--- src/hw/rtl/jsm_ram.sv ---
// Generic single-write, single-read RAM with registered read data.
`default_nettype none
module jsm_ram #(
  parameter int WIDTH = 8,
  parameter int DEPTH = 16
) (
  input  wire logic                                   clk,
  input  wire logic                                   we,
  input  wire logic [((DEPTH > 1) ? $clog2(DEPTH) : 1)-1:0] waddr,
  input  wire logic [WIDTH-1:0]                       wdata,
  input  wire logic                                   re,
  input  wire logic [((DEPTH > 1) ? $clog2(DEPTH) : 1)-1:0] raddr,
  output logic      [WIDTH-1:0]                       rdata
);

  logic [WIDTH-1:0] mem [DEPTH];
  logic [WIDTH-1:0] rdata_r;

  always_ff @(posedge clk) begin
    if (we) begin
      mem[waddr] <= wdata;
    end
    if (re) begin
      rdata_r <= mem[raddr];
    end
  end

  assign rdata = rdata_r;

endmodule
`default_nettype wire

--- config.mk ---
export PLATFORM = sky130hd
export DESIGN_NAME = jsm_ram
export DESIGN_NICKNAME = d
export VERILOG_FILES = /design/src/hw/rtl/jsm_ram.sv
export SDC_FILE = /design/constraint.sdc
export NUM_CORES = 1
export LEC_CHECK = 0
export ABC_CLOCK_PERIOD_IN_PS = 1500
export BUFFER_PORTS_ARGS = -buffer_cell sky130_fd_sc_hd__buf_2
export CAP_MARGIN = 20
export CORE_ASPECT_RATIO = 1.75
export CORE_MARGIN = 2
export CORE_UTILIZATION = 50
export CTS_CLUSTER_DIAMETER = 120
export DETAILED_ROUTE_END_ITERATION = 6
export HOLD_SLACK_MARGIN = 0.15
export PLACE_DENSITY = 0.81
export SKIP_LAST_GASP = 1
export SYNTH_ARGS = -nofsm -noshare
export SYNTH_HDL_FRONTEND = slang
export SYNTH_SLANG_ARGS = --single-unit
--- constraint.sdc ---
create_clock -name clk -period 1.5 [get_ports clk]
set_input_delay 0.075 -clock clk [delete_from_list [all_inputs] [get_ports clk]]
set_output_delay 0.075 -clock clk [all_outputs]
set_load 0.02 [all_outputs]
# Word level (Yosys, flattened, before mapping)
# Memories as Yosys holds them, arrays and structs flattened. A register that Yosys moved wholly into a read port is not among the register bits.
# Index checks and enable logic that the tools add are counted.
[word_totals]
regBits = 0
ram_bits = 128
word_cells = 3
mem_count = 1
[memory_table]
columns = ["memory", "words", "word_bits", "rd", "rd_ports_with_merged_regs", "wr", "line", "text"]
rows = [
  ["mem", 16, 8, 1, 1, 1, "16", "logic [WIDTH-1:0] mem [DEPTH];"],
]
[op_classes]
muxes = 2
[ops]
columns = ["op", "count"]
rows = [
  ["$mux 1", 2],
]

# Depth between registers and ports, before layout
[logic_depth]
ltp_word = 2
ltp_mapped = 5

# Least setup slack after synthesis
# OpenSTA, ideal clock, no wires.
[synth_path]
path_kind = "input port to flip-flop"
from = "in waddr[2] (netlist name)"
to = "mem mem[0][0], enable pin"
arrival_ns = 1.185
setup_slack_ns = -0.068
cell_stages = 2
cell_sequence = "or3b_2 > nor3_1"
[synth_rtl]
columns = ["element", "line", "text"]
rows = [
  ["from (decl)", "9", "input wire logic [((DEPTH > 1) ? $clog2(DEPTH) : 1)-1:0] waddr,"],
  ["to (decl)", "16", ""],
]
# Straight into the memory's write port.

==> results.md <==
- Status: finished clean
- Flops & latches, synth: between 100 and 150
- Area of the mapped netlist: between 5000 and 6000 um^2
- Skew final: 0.0101 ns
- Chip Width: 81.3 um
- Yosys cell types: 18
- Worst-path clk slew: roughly 0.060 ns
- Most common cell after layout, fill and taps aside: edfxtp_1
- Max-Cap Viols: 0
- Share of cells above drive strength 1: a little over a third
- Master of the slowest instance on the critical path: mux4_2
- CTS tree: built
- CP max FO: 1
- Die area: 11300 um^2
- Total power: between 8 and 9 mW
- Post-route cell area: roughly 6400 um^2
- Post-synthesis sequential area ratio: between 70% and 80%
- Final Cycle Share: 99.1%
- Synthesis-to-layout area growth: 21.6%
- Worst vdd ir: roughly 1.0 mV
- Root buf cell: clkbuf_16
- Commonest non-fill, non-tap cells in the layout: edfxtp_1 (136), buf_2 (26), mux4_2 (22), buf_4 (22), clkbuf_16 (17)
- DR vias: ~2600
- Starting Density: between 50% and 60%
- WS Path Type: flop to flop
- Skew-Pair Late Insertion Delay: a little over 0.4 ns
- RSZ-0062 raised after global routing: true
- PwrDens: 1360 nW/um^2
- Crit end category: flop
- I/O Buffers: 26
- Largest net degree at the start of global routing: 17
- Total CTS buffers: 17
- Core area: around 10000 um^2
- Global-route wire length before repair: 15400 um
- Drt pass-1 iters: 4
- CP max stage delay: around 0.51 ns
- Routed WL per cell: between 20 and 25 um
- WP data arrival: between 1.5 and 2 ns
- Initial drt markers: 311
- Residual DRC count: 0
- Hpwl dp: ~6700 um
- Worst-case clock buffer depth: 2
- Gpl congestion: roughly 0.75
- Synth Warn #: 0
- Max-slew violations: 0
- Hold Fails Final Rpt: 0
- Overflow after GRT: 0
- Num rows: between 40 and 50
- N_diodes: 0
- PnR worst setup slack: 0.0135 ns
- Placement-stage cell area: 5700 um^2
- Setup Slack @ Placement: -0.133 ns
- Crit path buf inv count: 0
- Die Y: ~140 um
- Worst Max-Slew Pin Slew: 0.454 ns
- Setup TNS: 0 ns
- Worst EP required: between 1.5 and 2 ns
- Nets: 319
- Syn_nets: about 250
- Initial antenna violation count: 0
- Max-slew headroom: 69.7%
- Final WL: approximately 10000 um
- # fillers: around 660
- H-Tree Depth: 4
- Static Leak: 2.17 nW
- Tot GR Track Use: 19.8%
- I/O pins: 27
- Worst Hold Class: primary input to flop
- Min Tclk post-route: approximately 1.5 ns
- Clock net sink count: 136
- Post-CTS Setup Inserts: 0
- Setup violators final: 0
- Mean area per synthesized cell: ~23 um^2
- Final core utilization: between 60 and 70%
- Crit-path leading delay family: multiplexers
- Fmax: between 0.6 and 0.7 GHz
- Gate Count Post-Synth: about 230
- Critical-path cell list: mux4_2, a22oi_2, nand2_1
- Startpoint class of the critical path: flop
- Via density: 5.90
- Vias in the first global route: 2644
- Number of nets still failing antenna checks after routing: 0
flip-flops by register name, indices dropped and copies added, names as in the netlist:
name	flops
mem	128
rdata	8
Yosys cell counts:
cell             count  share of area, %
edfxtp_1           136                78
mux4_2              18               7.8
a22oi_1             16               2.3
mux4_1              14               7.0
nor2_1              13              0.93
nand2_1              9              0.65
nor3_1               4              0.38
buf_2                3              0.29
buf_6                3              0.65
clkdlybuf4s25_2      3              0.57
nand2b_1             2              0.24
nand3b_1             2              0.29
and2_1               1              0.12
and2b_1              1              0.14
buf_4                1              0.14
nand3_1              1             0.096
nor2b_1              1              0.12
or3b_2               1              0.17
stage by stage:
stage	cells	hold WS [ns]
finish	439	0.248
global route	439	0.237
CTS	439	0.224
detailed placement	399	0.436
global placement	399	0.436
floorplan	229	0.174
cells by family after synthesis:
group	Yosys count	share of synthesized area [%]
buffers and inverters	10	1.65
flip-flops	136	78.1
AO/OA/AOI/OAI	16	2.30
multiplexers	32	14.8
AND/OR/NAND/NOR	35	3.14
area by class of cell:
class	count	area, um^2	share of cell area (%)
well taps	127	159	2.50
flip-flops and latches	136	4080	64.2
clock inverters	13	133	2.09
repair buffers	62	485	7.64
multi-input cells	83	1070	16.8
clock buffers	18	429	6.75
worst paths after layout:
| path | to | startpoint | depth (start not counted) | slack (ns) |
|---|---|---|---|---|
| worst max-delay path | rdata[1] | mem[3][1] | 3 | 0.01 |
| worst min-delay path | mem[0][2] | waddr[1] | 3 | 0.25 |
| worst max register to register | rdata[1] | mem[3][1] | 3 | 0.01 |
| worst min register to register | rdata[2] | mem[13][2] | 3 | 0.75 |
layer usage:
layer | share of wire (%) | wire length (um) | up-vias | global-route usage [%]
met1 | 37 | 3770 | 1361 | 23.5
met2 | 56 | 5650 | 88 | 33.2
met3 | 4.2 | 426 | 24 | 5.12
li1 | - | - | 1118 | -
met5 | 0 | 0 | - | 0
met4 | 2.7 | 271 | 0 | 9.10
power breakdown:
group	internal, mW	switching (mW)	leakage [nW]
sequential	4.28	0.0216	1.24
combinational	0.208	0.252	0.661
clock	2.42	1.46	0.269
total	6.91	1.74	2.17
tightest hold or removal path: stages:
cell,delay (ns)
buf_2,0.16
nor3_2,0.06
buf_4,0.18
what timing repair did:
action | CTS | global route
endpoints found under the setup margin | 2 | 4
endpoints found under the hold margin | 136 | 0
hold buffers | 9 | 0
gates resized for setup | 3 | 5
No activity file was read; power rests on OpenSTA's default activity.
